===== config.mk =====
export PLATFORM = sky130hd
export DESIGN_NAME = glos_front
export DESIGN_NICKNAME = d
export VERILOG_FILES = /design/src/rtl/glos_pkg.sv /design/src/rtl/glos_front.sv
export SDC_FILE = /design/constraint.sdc
export NUM_CORES = 1
export LEC_CHECK = 0
export CORE_MARGIN = 4
export CORE_UTILIZATION = 40
export DETAILED_ROUTE_END_ITERATION = 12
export DONT_BUFFER_PORTS = 1
export PLACE_DENSITY_LB_ADDON = 0.12
export RECOVER_POWER = 25
export SYNTH_ARGS = -nofsm -noshare
export SYNTH_HDL_FRONTEND = slang
export SYNTH_SLANG_ARGS = --single-unit

===== constraint.sdc =====
create_clock -name clk -period 10.37 [get_ports clk]
set_clock_uncertainty 0.2 [all_clocks]
set_input_delay 2.074 -clock clk [delete_from_list [all_inputs] [get_ports clk]]
set_output_delay 2.074 -clock clk [all_outputs]
set_load 0.01 [all_outputs]

===== src/rtl/glos_pkg.sv =====
// ----------------------------------------------------------------------------
// glos_pkg
// Shared sizes, codes and types of the grid line-of-sight checker.
// ----------------------------------------------------------------------------
package glos_pkg;

  localparam int MAX_WIDTH  = 64;
  localparam int MAX_HEIGHT = 64;
  localparam int FRAC_BITS  = 16;

  localparam int IN_W    = 16;
  localparam int SIZE_W  = 7;
  localparam int MAX_DIM = (MAX_WIDTH > MAX_HEIGHT) ? MAX_WIDTH : MAX_HEIGHT;
  localparam int CELL_W  = (MAX_DIM > 1) ? $clog2(MAX_DIM) : 1;
  localparam int POS_W   = CELL_W + FRAC_BITS;

  localparam int UP_SHIFT   = (FRAC_BITS >= IN_W) ? (FRAC_BITS - IN_W) : 0;
  localparam int DOWN_SHIFT = (FRAC_BITS < IN_W) ? (IN_W - FRAC_BITS) : 0;
  localparam int PROD_W     = IN_W + SIZE_W + UP_SHIFT;

  localparam int MEM_DEPTH = MAX_WIDTH * MAX_HEIGHT;
  localparam int ADDR_W    = (MEM_DEPTH > 1) ? $clog2(MEM_DEPTH) : 1;

  localparam int COORD_W = CELL_W + 3;
  localparam int CNT_W   = CELL_W + 2;
  localparam int FR_W    = FRAC_BITS + 1;
  localparam int MUL_W   = FR_W + POS_W;
  localparam int ERR_W   = MUL_W + 3;

  localparam int Q_DEPTH = 2;

  typedef enum logic [1:0] {
    FUNC_SET   = 2'd0,
    FUNC_LINE  = 2'd1,
    FUNC_POINT = 2'd2,
    FUNC_NOP   = 2'd3
  } func_t;

  typedef enum logic {
    REG_GRID_WIDTH  = 1'b0,
    REG_GRID_HEIGHT = 1'b1
  } reg_index_t;

  typedef struct packed {
    logic [SIZE_W-1:0] w;
    logic [SIZE_W-1:0] h;
  } grid_size_t;

  typedef struct packed {
    func_t            func;
    logic [POS_W-1:0] x0;
    logic [POS_W-1:0] y0;
    logic [POS_W-1:0] x1;
    logic [POS_W-1:0] y1;
    logic             walk_value;
  } item_t;

  // fraction s / 2^16 scaled by n, FRAC_BITS fraction bits
  function automatic logic [POS_W-1:0] to_units(input logic [IN_W-1:0] s,
                                                input logic [SIZE_W-1:0] n);
    logic [PROD_W-1:0] p;
    p = PROD_W'(s) * PROD_W'(n);
    return POS_W'((p << UP_SHIFT) >> DOWN_SHIFT);
  endfunction

endpackage


===== src/rtl/glos_front.sv =====
// ----------------------------------------------------------------------------
// glos_front
// Input stage: takes a transfer, scales the points to grid units and holds
// the classified item until the queue takes it.
// ----------------------------------------------------------------------------
module glos_front (
  input  logic                     clk,
  input  logic                     rst,
  input  logic                     clearing,
  input  glos_pkg::grid_size_t     size,
  input  logic                     in_valid,
  output logic                     in_stall,
  input  logic [1:0]               func,
  input  logic [glos_pkg::IN_W-1:0] start_x,
  input  logic [glos_pkg::IN_W-1:0] start_y,
  input  logic [glos_pkg::IN_W-1:0] end_x,
  input  logic [glos_pkg::IN_W-1:0] end_y,
  input  logic                     walk_value,
  output logic                     push,
  output glos_pkg::item_t          push_item,
  input  logic                     q_full
);
  import glos_pkg::*;

  logic  f_valid;
  item_t f_item;
  logic  accept;

  assign push      = f_valid && !q_full;
  assign in_stall  = clearing || (f_valid && q_full);
  assign accept    = in_valid && !in_stall;
  assign push_item = f_item;

  always_ff @(posedge clk) begin
    if (rst) begin
      f_valid <= 1'b0;
    end else if (accept) begin
      f_valid <= 1'b1;
    end else if (push) begin
      f_valid <= 1'b0;
    end
  end

  always_ff @(posedge clk) begin
    if (accept) begin
      f_item.func       <= func_t'(func);
      f_item.x0         <= to_units(start_x, size.w);
      f_item.y0         <= to_units(start_y, size.h);
      f_item.x1         <= to_units(end_x, size.w);
      f_item.y1         <= to_units(end_y, size.h);
      f_item.walk_value <= walk_value;
    end
  end

endmodule


# == Word level (Yosys, flattened, before mapping) ==
# Cells that the tools add are included.
# word_totals
reg_bits,92
in_bits,86
wordCells,20
# op_classes
n_mul,4
mux,2
reduce_logical,7
# ops
cell,n
$mul A16 B7 Y22,4
$logic_and A1 B1 Y1,3
$logic_not A1 Y1,2
$mux W1,2
$reduce_bool A2 Y1,1
$logic_or A1 B1 Y1,1

# == Depth between registers and ports, before layout ==
# logic_depth
depth_word,5
depth_mapped,18
depth_no_buf,17

# == Worst setup path before layout ==
# No wires, ideal clock.
# synth_timing
path_kind,input-to-reg
start,in size[1] (netlist name)
end,"reg f_item (netlist bit push_item[21]), data pin"
setup_ns,0.262
arrival_time_ns,6.139
required_ns,9.908
setup_slack_ns,3.769
stages,18
path_cell_list,clkbuf_1 > and2_1 > fa_1 > inv_1 > fa_1 > inv_1 > fa_1 > inv_1 > fa_1 > inv_1 > ha_1 > a21oi_4 > o21ai_2 > a2111oi_4 > o31ai_4 > a211oi_2 > o21ai_1 > xor2_1
# synth_via
elab_chain_len,1
# synth_rtl
item,line,source
from (decl),glos_front.sv:10,"input glos_pkg::grid_size_t size,"
$mul A16 B7 Y22,glos_pkg.sv:62,p = PROD_W'(s) * PROD_W'(n);
to (decl),glos_front.sv:26,item_t f_item;
# No other way between the ends.
# A chain may end at the register's enable or synchronous reset.

# == Final worst setup path ==
# layout_timing
start,in end_y[5] (netlist name)
end,"reg f_item (netlist bit push_item[21]), data pin"
# layout_via
elab_chain_len,1
# layout_rtl
item,line,source
from (decl),glos_front.sv:17,"input logic [glos_pkg::IN_W-1:0] end_y,"
$mul A16 B7 Y22,glos_pkg.sv:62,
# No other way between the ends.

==> metrics <==
DIE HEIGHT 212 um; Layout area overhead 4.83%; Chip Width ~210 um; syn avg cell area just under 10 sq um; hold-fix buffers at CTS 0; Reg power frac 0.208; Slew Limit Fails 27; Setup Crit Path Kind in -> reg; worst-margin pin slew around 1.6 ns; library cells used by synthesis 57; final wirelength ~38 mm; largest net degree at the start of global routing just under 70; Critical Path RT ~10 ns; Vias/cell about 5.1; leading cell type in the layout, fill and taps excluded and2_1; Final setup viols 0; Switch Pwr 1820 uW; final core utilization 0.427; Core Area slightly above 0.04 sq mm; Power Density 222 mW/mm^2; synthesized area 0.0167 sq mm; post-CTS sizing 0; Setup crit end kind flip-flop; final global-route overflow total 0; root buffer cell clkbuf_16; r2r setup slk about 7.1 ns; cell count after synthesis around 1700; top-area cell type share of the netlist area 0.326; failing checks max-capacitance violations, max-slew violations; worst r2r src f_valid; Leak about 0.0084 uW; combinational share of power 0.692; ANT nets after route 0; GRT Overall Usage 0.179; Sw Ratio 0.469; initial DRC count 461; Detailed Routing Iterations Pass 1 5; Seq/Total Area, Yosys 0.165; status finished, violations left; Port Buffers 0; RSZ-0062 raised after global routing false; critical path endpoint push_item[21]; Vias 11300; top-level port count 179; Worst Setup Start Kind primary input; initial antenna violation count 0; Filler cells 4120; H-tree depth 3; Final period util 0.607; Ys Warns 0; syn nets roughly 2200; CTS tree built; vias in the first global route 12600; cell-internal power around 2100 uW; clk_lat worst skew 0.37 ns; wire per inst between 15 and 20 um; Setup crit start end_y[5]; Worst Path Arrival approximately 6.2 ns; final setup TNS 0 ns; DP Wirelength between 30 and 40 mm; die area between 0.04 and 0.05 sq mm; ys async rst share 0; f_max 159 MHz; Slew HR -0.0774; Worst VDD drop 111 uV; Fin. Hold Viols 0; top cells by area, synth fa_1 (33%), edfxtp_1 (16%), and2_1 (13%); Residual DRC 0; gpl congestion 0.843; clk sinks 92; max_cap viols 1; Post-synth EDFFs 91; FF+latch count, synth a little over 90; clock-pin slew on the worst setup and hold paths about 0.07 ns; CP max FO 7; Clock Path Buffers 2; Layout Nets 2198; Top FF cell, synth edfxtp_1; Tmin final 6.29 ns; R2R depth 3; Initial Utilization 0.407; total CTS buffers 9; row cnt 74; # Post-CTS Setup Buffers 0; area leader, netlist fa_1; first-pass GRT wire length approximately 65 mm; worst flop-to-flop path endpoint push_item[59]; n_diodes 0; worst min-delay path category reg -> reg; most frequent cells in the layout and2_1 (333), inv_1 (295), fa_1 (272); layout cells sized above 1 0.0184; clock share of power 0.101
==> power by group through the flow <==
stage               sequential [uW]  clock (uW)  combinational, uW
detailed placement              822           0               2720
finish                          808         391               2690
global placement                823           0               2710
CTS                             816         409               2740
floorplan                       783           0               2150
global route                    819         421               3100
==> metrics by stage <==
step / total power, uW / cells / setup WS (ns) / hold WS, ns / instance area, sq um
floorplan: 2930 / 1725 / 3.77 / 0.271 / 16700
global placement: 3540 / 2205 / 3.71 / 0.282 / 17200
detailed placement: 3540 / 2205 / 3.64 / 0.302 / 17200
CTS: 3970 / 2221 / 4.07 / 0.317 / 17500
global route: 4340 / 2221 / 3.90 / 0.346 / 17500
finish: 3890 / 2221 / 4.08 / 0.316 / 17500
==> routing by layer <==
layer,vias up,wire length [um],global-route usage
met5,-,0,0
met4,0,516,0.0382
met3,28,1980,0.0432
met2,179,19600,0.321
met1,5746,16300,0.221
li1,5335,-,-
==> cell families after synthesis <==
| group | synth area share |
|---|---|
| AO/OA/AOI/OAI | 0.0849 |
| XOR/XNOR | 0.0425 |
| adder cells (fa/ha/maj) | 0.443 |
| buffers and inverters | 0.0784 |
| flip-flops | 0.165 |
| multiplexers | 0.000599 |
| AND/OR/NAND/NOR | 0.186 |
==> cell type report <==
type	instances	area, sq um	area share
Clock inverter	4	98.8	0.00565
Sequential cell	92	2750	0.157
Inverter	295	1110	0.0632
Timing Repair Buffer	1	7.51	0.000429
Tap cell	532	666	0.0380
Clock buffer	12	236	0.0135
Multi-Input combinational cell	1285	12600	0.722
==> cells in the mapped netlist (4+ instances only) <==
library cell,number
and2_1,337
inv_1,295
fa_1,272
ha_1,156
nand2_1,146
edfxtp_1,91
a21oi_1,60
xnor2_1,51
clkbuf_1,50
nor2_1,41
a21o_1,33
o21ai_0,32
xor2_1,30
nand3_1,13
a211oi_1,11
a31oi_1,9
nand4_1,8
o21bai_1,8
nor2b_1,7
o21a_1,7
nor3_1,6
and3_1,4
nor4_1,4
o31ai_1,4
==> worst min-delay path by stage <==
stage	start	to	slack, ns	cells after the start
global placement	f_valid	f_valid	0.28	2
floorplan	f_valid	f_valid	0.27	2
CTS	f_valid	f_valid	0.32	2
global route	f_valid	f_valid	0.35	2
detailed placement	f_valid	f_valid	0.30	2
finish	f_valid	f_valid	0.32	2
==> critical path: stages <==
cell	delay (ns)
and2_1	0.15
fa_1	0.53
inv_1	0.06
fa_1	0.53
inv_1	0.05
fa_1	0.47
inv_1	0.05
fa_1	0.47
inv_1	0.04
ha_1	0.33
a21oi_4	0.17
o21ai_2	0.10
a2111oi_4	0.48
o31ai_4	0.12
a211oi_2	0.33
o21ai_1	0.13
xor2_1	0.15
==> registers in the layout, indices dropped and copies added (netlist names) <==
| signal | cells |
|---|---|
| push_item | 91 |
| f_valid | 1 |
(Power assumes the default switching activity.)
