### config.mk
export PLATFORM = sky130hd
export DESIGN_NAME = glos_queue
export DESIGN_NICKNAME = d
export VERILOG_FILES = /design/src/rtl/glos_pkg.sv /design/src/rtl/glos_queue.sv
export SDC_FILE = /design/constraint.sdc
export NUM_CORES = 1
export LEC_CHECK = 0
export BUFFER_PORTS_ARGS = -buffer_cell sky130_fd_sc_hd__buf_2
export CAP_MARGIN = 30
export CORE_ASPECT_RATIO = 1.75
export CORE_MARGIN = 2
export CORE_UTILIZATION = 47
export DETAILED_ROUTE_END_ITERATION = 16
export PLACE_DENSITY = 0.81
export SLEW_MARGIN = 15
export SYNTH_ARGS = -nofsm -noshare
export SYNTH_HDL_FRONTEND = slang
export SYNTH_SLANG_ARGS = --single-unit
### constraint.sdc
create_clock -name clk -period 3.2 [get_ports clk]
set_input_delay 0.16 -clock clk [delete_from_list [all_inputs] [get_ports clk]]
set_output_delay 0.16 -clock clk [all_outputs]
set_load 0.1 [all_outputs]
### src/rtl/glos_pkg.sv
// ----------------------------------------------------------------------------
// glos_pkg
// Shared sizes, codes and types of the grid line-of-sight checker.
// ----------------------------------------------------------------------------
package glos_pkg;

  localparam int MAX_WIDTH  = 64;
  localparam int MAX_HEIGHT = 64;
  localparam int FRAC_BITS  = 16;

  localparam int IN_W    = 16;
  localparam int SIZE_W  = 7;
  localparam int MAX_DIM = (MAX_WIDTH > MAX_HEIGHT) ? MAX_WIDTH : MAX_HEIGHT;
  localparam int CELL_W  = (MAX_DIM > 1) ? $clog2(MAX_DIM) : 1;
  localparam int POS_W   = CELL_W + FRAC_BITS;

  localparam int UP_SHIFT   = (FRAC_BITS >= IN_W) ? (FRAC_BITS - IN_W) : 0;
  localparam int DOWN_SHIFT = (FRAC_BITS < IN_W) ? (IN_W - FRAC_BITS) : 0;
  localparam int PROD_W     = IN_W + SIZE_W + UP_SHIFT;

  localparam int MEM_DEPTH = MAX_WIDTH * MAX_HEIGHT;
  localparam int ADDR_W    = (MEM_DEPTH > 1) ? $clog2(MEM_DEPTH) : 1;

  localparam int COORD_W = CELL_W + 3;
  localparam int CNT_W   = CELL_W + 2;
  localparam int FR_W    = FRAC_BITS + 1;
  localparam int MUL_W   = FR_W + POS_W;
  localparam int ERR_W   = MUL_W + 3;

  localparam int Q_DEPTH = 2;

  typedef enum logic [1:0] {
    FUNC_SET   = 2'd0,
    FUNC_LINE  = 2'd1,
    FUNC_POINT = 2'd2,
    FUNC_NOP   = 2'd3
  } func_t;

  typedef enum logic {
    REG_GRID_WIDTH  = 1'b0,
    REG_GRID_HEIGHT = 1'b1
  } reg_index_t;

  typedef struct packed {
    logic [SIZE_W-1:0] w;
    logic [SIZE_W-1:0] h;
  } grid_size_t;

  typedef struct packed {
    func_t            func;
    logic [POS_W-1:0] x0;
    logic [POS_W-1:0] y0;
    logic [POS_W-1:0] x1;
    logic [POS_W-1:0] y1;
    logic             walk_value;
  } item_t;

  // fraction s / 2^16 scaled by n, FRAC_BITS fraction bits
  function automatic logic [POS_W-1:0] to_units(input logic [IN_W-1:0] s,
                                                input logic [SIZE_W-1:0] n);
    logic [PROD_W-1:0] p;
    p = PROD_W'(s) * PROD_W'(n);
    return POS_W'((p << UP_SHIFT) >> DOWN_SHIFT);
  endfunction

endpackage

### src/rtl/glos_queue.sv
// ----------------------------------------------------------------------------
// glos_queue
// Short FIFO between the front and back ends.
// ----------------------------------------------------------------------------
module glos_queue (
  input  logic            clk,
  input  logic            rst,
  input  logic            push,
  input  glos_pkg::item_t push_item,
  output logic            full,
  output logic            q_valid,
  output glos_pkg::item_t q_item,
  input  logic            pop
);
  import glos_pkg::*;

  localparam int PTR_W = (Q_DEPTH > 1) ? $clog2(Q_DEPTH) : 1;
  localparam int CNT_QW = $clog2(Q_DEPTH + 1);

  item_t             slots [Q_DEPTH];
  logic [PTR_W-1:0]  wr_ptr;
  logic [PTR_W-1:0]  rd_ptr;
  logic [CNT_QW-1:0] count;
  logic              do_push;
  logic              do_pop;

  assign full    = (count == CNT_QW'(Q_DEPTH));
  assign q_valid = (count != '0);
  assign q_item  = slots[rd_ptr];
  assign do_push = push && !full;
  assign do_pop  = pop && q_valid;

  always_ff @(posedge clk) begin
    if (rst) begin
      wr_ptr <= '0;
      rd_ptr <= '0;
      count  <= '0;
    end else begin
      if (do_push) begin
        wr_ptr <= (wr_ptr == PTR_W'(Q_DEPTH - 1)) ? '0 : wr_ptr + 1'b1;
      end
      if (do_pop) begin
        rd_ptr <= (rd_ptr == PTR_W'(Q_DEPTH - 1)) ? '0 : rd_ptr + 1'b1;
      end
      if (do_push && !do_pop) begin
        count <= count + 1'b1;
      end else if (do_pop && !do_push) begin
        count <= count - 1'b1;
      end
    end
  end

  always_ff @(posedge clk) begin
    if (do_push) begin
      slots[wr_ptr] <= push_item;
    end
  end

endmodule

Word level (Yosys, flattened, before mapping)
Memories as Yosys holds them, arrays and structs flattened. A register that Yosys moved wholly into a read port is not among the register bits. Index checks and enable logic that the tools add are counted.

Register bits after elaboration: 4. Latch bits: 0. Bits in writable memories: 182. ROM bits: 0. Bits of input ports: 95. Output and inout bits: 93. Logic and storage cells: 26. Memories: 1.

Memory list: slots (words 2, width 91, read ports 1, clocked after Yosys merged registers in 1, write ports 1, RTL line glos_queue.sv:20) `item_t slots [Q_DEPTH];`.

Add/subtract/negate cells: 4. $mul: 0. Div/mod/pow operators: 0. $lt $le $gt $ge: 0. Equality and inequality tests: 1. Shift-type cells: 0. Multiplexer cells: 8. Bitwise logic cells: 0. Reductions and logical operators: 9.

Operators with widths (number): $mux 1 (6); $logic_and 1x1->1 (4); $mux 2 (2); $reduce_bool 2->1 (2); $logic_not 1->1 (3); $add 1x1->1 const B (2); $add 2x1->2 const B (1); $eq 2x2->1 const B (1); $sub 2x1->2 const B (1).

Logic depth before layout (Yosys ltp)
Word-level depth: 7. Gate-level depth with buffers: 6. Depth with buffers taken out: 6.

Worst setup path after synthesis
No wires, ideal clock.

Kind: reg2reg. Start point: reg count[1]. End point: mem slots[1][0] in the netlist's numbering (enable). Setup time: 0.460 ns. Arrival: 2.974 ns. Required time: 2.740 ns. Slack: -0.235 ns. Stages on the path, launching flop included: 4. Buffers on the path: 0. Clock period less this slack: 3.435 ns. Path through: dfxtp_1 -> nor2b_2 -> nor2_1 -> and2_1.

Cells in the longest elaborated chain, start to end: 5.

Ends and longest elaborated chain: from (decl) (RTL line glos_queue.sv:23) `logic [CNT_QW-1:0] count;`; from (signal assigned) (RTL line glos_queue.sv:46) `count <= count + 1'b1;`; from (signal assigned) (RTL line glos_queue.sv:48) `count <= count - 1'b1;`; $eq 2x2->1 (RTL line glos_queue.sv:27) `assign full = (count == CNT_QW'(Q_DEPTH));`; net full (RTL line glos_queue.sv:10) `output logic full,`; $logic_not 1->1 (RTL line glos_queue.sv:30) `assign do_push = push && !full;`; $logic_and 1x1->1 (RTL line glos_queue.sv:30); $mux 1 (RTL line glos_queue.sv:54) `if (do_push) begin`; $mux 1 (implied by the code) (RTL line glos_queue.sv:55) `slots[wr_ptr] <= push_item;`; to (decl) (RTL line glos_queue.sv:20).

The timed path passes the listed nets, and every way through them passes these cells.

==> impl_metrics.ini <==
[die]
num_io_pins = 188
fp.dieArea_um2 = 15400
rows = 58
core_um2 = 14200
die_height_um = 163
initial_core_util = 0.477
die_x_um = 94.8

[power_and_ir_drop]
p_seq_frac = 0.339
power_frac_clock = 0.210
power.total_w = 0.00956
pwr_density_cell_nw_per_um2 = 1010
switching_share = 0.482
internal_power_w = 0.00495
p_comb_frac = 0.451
peakVddDrop_mv = 0.668
leakagePower_nw = 3.56
p_sw_w = 0.00461

[hold_path]
min_from = pop
hold_class = in -> reg
holdPathStages = 4

[cts]
cts_made_buffers = 17
cts_tree = built
htreeDepth = 4
cts.sinks = 187
cts_root_buf = clkbuf_16
clockBufferDepth = 2
clk_pin_slew_ns = 0.07
clk_latency_ns = 0.42

[timing]
holdWs_ns = 0.182
slew_headroom = 0.599
rsz0062_at_grt = false
period_minus_slack_ns = 2.38
worst_slew_pin_slew_ns = 0.601
clock_skew_ns = 0.00720
final.period_utilization = 0.743
setup_viol = 0
maxClockFrequency_mhz = 421
finalMaxSlewViolations = 0
tns_ns = 0
final_hold_viol_count = 0

[grt]
grt_max_degree = 92
grt_pass1_vias = 4282
grt-ovfl-total = 0
grtUsageTotal = 0.187
grt_first_pass_wirelength_mm = 21.2
antenna_found_initial = 0

[worst_setup_path]
regToRegStartpoint = count[0]$_SDFFE_PP0P_
reg2reg_depth = 4
end_kind = output port
critPathMaxFanout = 51
critPathKind = reg -> out
worst-r2r-setup-slack_ns = 1.25
crit_path_start_kind = flip-flop
r2r-end = slots[1][84]$_DFFE_PP_
arrival_ns = 2.22
crit_required_ns = 3.04

[detailed_routing]
via_per_inst = 4.96
wl_per_cell_um = 17.9
drc_errors = 0
routed_wl_mm = 14.2
drt_pass1_iterations = 4
drt_iter0_markers = 188
via_count = 3930
ant_nets = 0

[cells_and_area]
final_layout_size_suffix_gt1_frac = 0.520
nFillCells = 968
n_antenna_cell = 0
layout.nets = 695
postLayoutCellArea_um2 = 9450
synthToLayoutAreaGrowth_pct = 39.3
layout.cells.most_common = buf_2
mostFrequentLayoutCells = 187 x buf_2, 182 x edfxtp_1, 92 x dlygate4sd3_1
final_util = 0.664

[placed_design]
hpwl_mm = 8.60
gp_congestion = 0.786
portBuffers = 187
post_dp_cell_area_um2 = 7950

[logic_synthesis]
synth_area_um2 = 6780
synth_cells = 308
ys_ff_latch = 187
ys_seq_area_frac = 0.821
synth.distinct_cells = 15
synth.net_count = 404
yosysWarnings = 0
syn_avg_cell_area_um2 = 22.0

[outcome]
status = complete, no violations

[flow_run]
maxCapViolations = 0
==> metrics by stage <==
step           cells  worst slack [ns]
2_1_floorplan    308             0.319
3_3_place_gp     668              1.29
3_5_place_dp     668              1.24
4_1_cts          792             0.795
5_1_grt          792             0.714
6_report         792             0.823
==> how the worst max path moves through the flow <==
stage | start | end
after global placement | flip-flop | q_item[26]
after floorplan | count[1]$_SDFFE_PP0P_ | slots[0][0]$_DFFE_PP_
after detailed placement | count[0]$_SDFFE_PP0P_ | slots[1][83]$_DFFE_PP_
after global routing | flip-flop | q_item[26]
after CTS | flip-flop | q_item[26]
final | flip-flop | q_item[50]
==> Yosys cell counts <==
master,number,area share
buf_4,9,0.010
xor2_1,3,0.0039
and2_1,1,0.00092
ha_1,1,0.0018
inv_1,2,0.0011
dfxtp_1,5,0.015
nor2_1,4,0.0022
or2_2,1,0.00092
a21oi_1,2,0.0015
buf_2,1,0.00074
nor2b_2,1,0.0013
or3_1,2,0.0018
o21ai_0,3,0.0022
edfxtp_1,182,0.81
mux2_2,91,0.15
==> repair_timing <==
action,in CTS,in global routing
endpoints found under the hold margin,187,0
setup buffers,0,0
resized for setup,0,0
hold buffers,92,0
==> critical path, cell delays in order (launching register included) <==
cell and delay (ns):
dfxtp_4 0.71, buf_12 0.34, mux2_2 0.40, buf_2 0.30
==> power groups by stage <==
| stage | Combinational [W] | Clock [W] | Sequential, W |
|---|---|---|---|
| after global placement | 0.00419 | 0 | 0.00326 |
| after detailed placement | 0.00422 | 0 | 0.00329 |
| after floorplan | 0.00372 | 0 | 0.00319 |
| after global routing | 0.00444 | 0.00215 | 0.00327 |
| after CTS | 0.00432 | 0.00204 | 0.00324 |
| final | 0.00432 | 0.00201 | 0.00324 |
==> sequential cells by signal (all words and copies together) (netlist names), named ones only <==
name / flops
count: 2
rd_ptr: 1
slots: 182
wr_ptr: 1
==> final cells by class <==
cell class	count	area (um^2)	share of cell area
sequential	187	5570	0.589
timing repair buffer	282	1920	0.203
multi-input combinational	109	1140	0.121
clock buffer	17	425	0.0450
tap	180	225	0.0238
clock inverter	15	155	0.0164
inverter	2	11.3	0.00119
==> logic make-up after synthesis <==
logic type / count (synthesis) / share of synthesized area
xor gates and xnor gates: 3 / 0.00387
and+or+nand+nor: 9 / 0.00719
muxes: 91 / 0.151
DFF: 187 / 0.821
buffers and inverters: 12 / 0.0118
adders and majority gates: 1 / 0.00184
AOI/OAI and AO/OA: 5 / 0.00369
==> layer usage <==
metal | vias up | wire, um | track usage
li1 | 1805 | - | -
met1 | 1924 | 5070 | 0.192
met5 | - | 0 | 0
met4 | 0 | 641 | 0.113
met2 | 153 | 7820 | 0.333
met3 | 48 | 635 | 0.0477
Note: power is estimated with default switching activity, not from simulation.
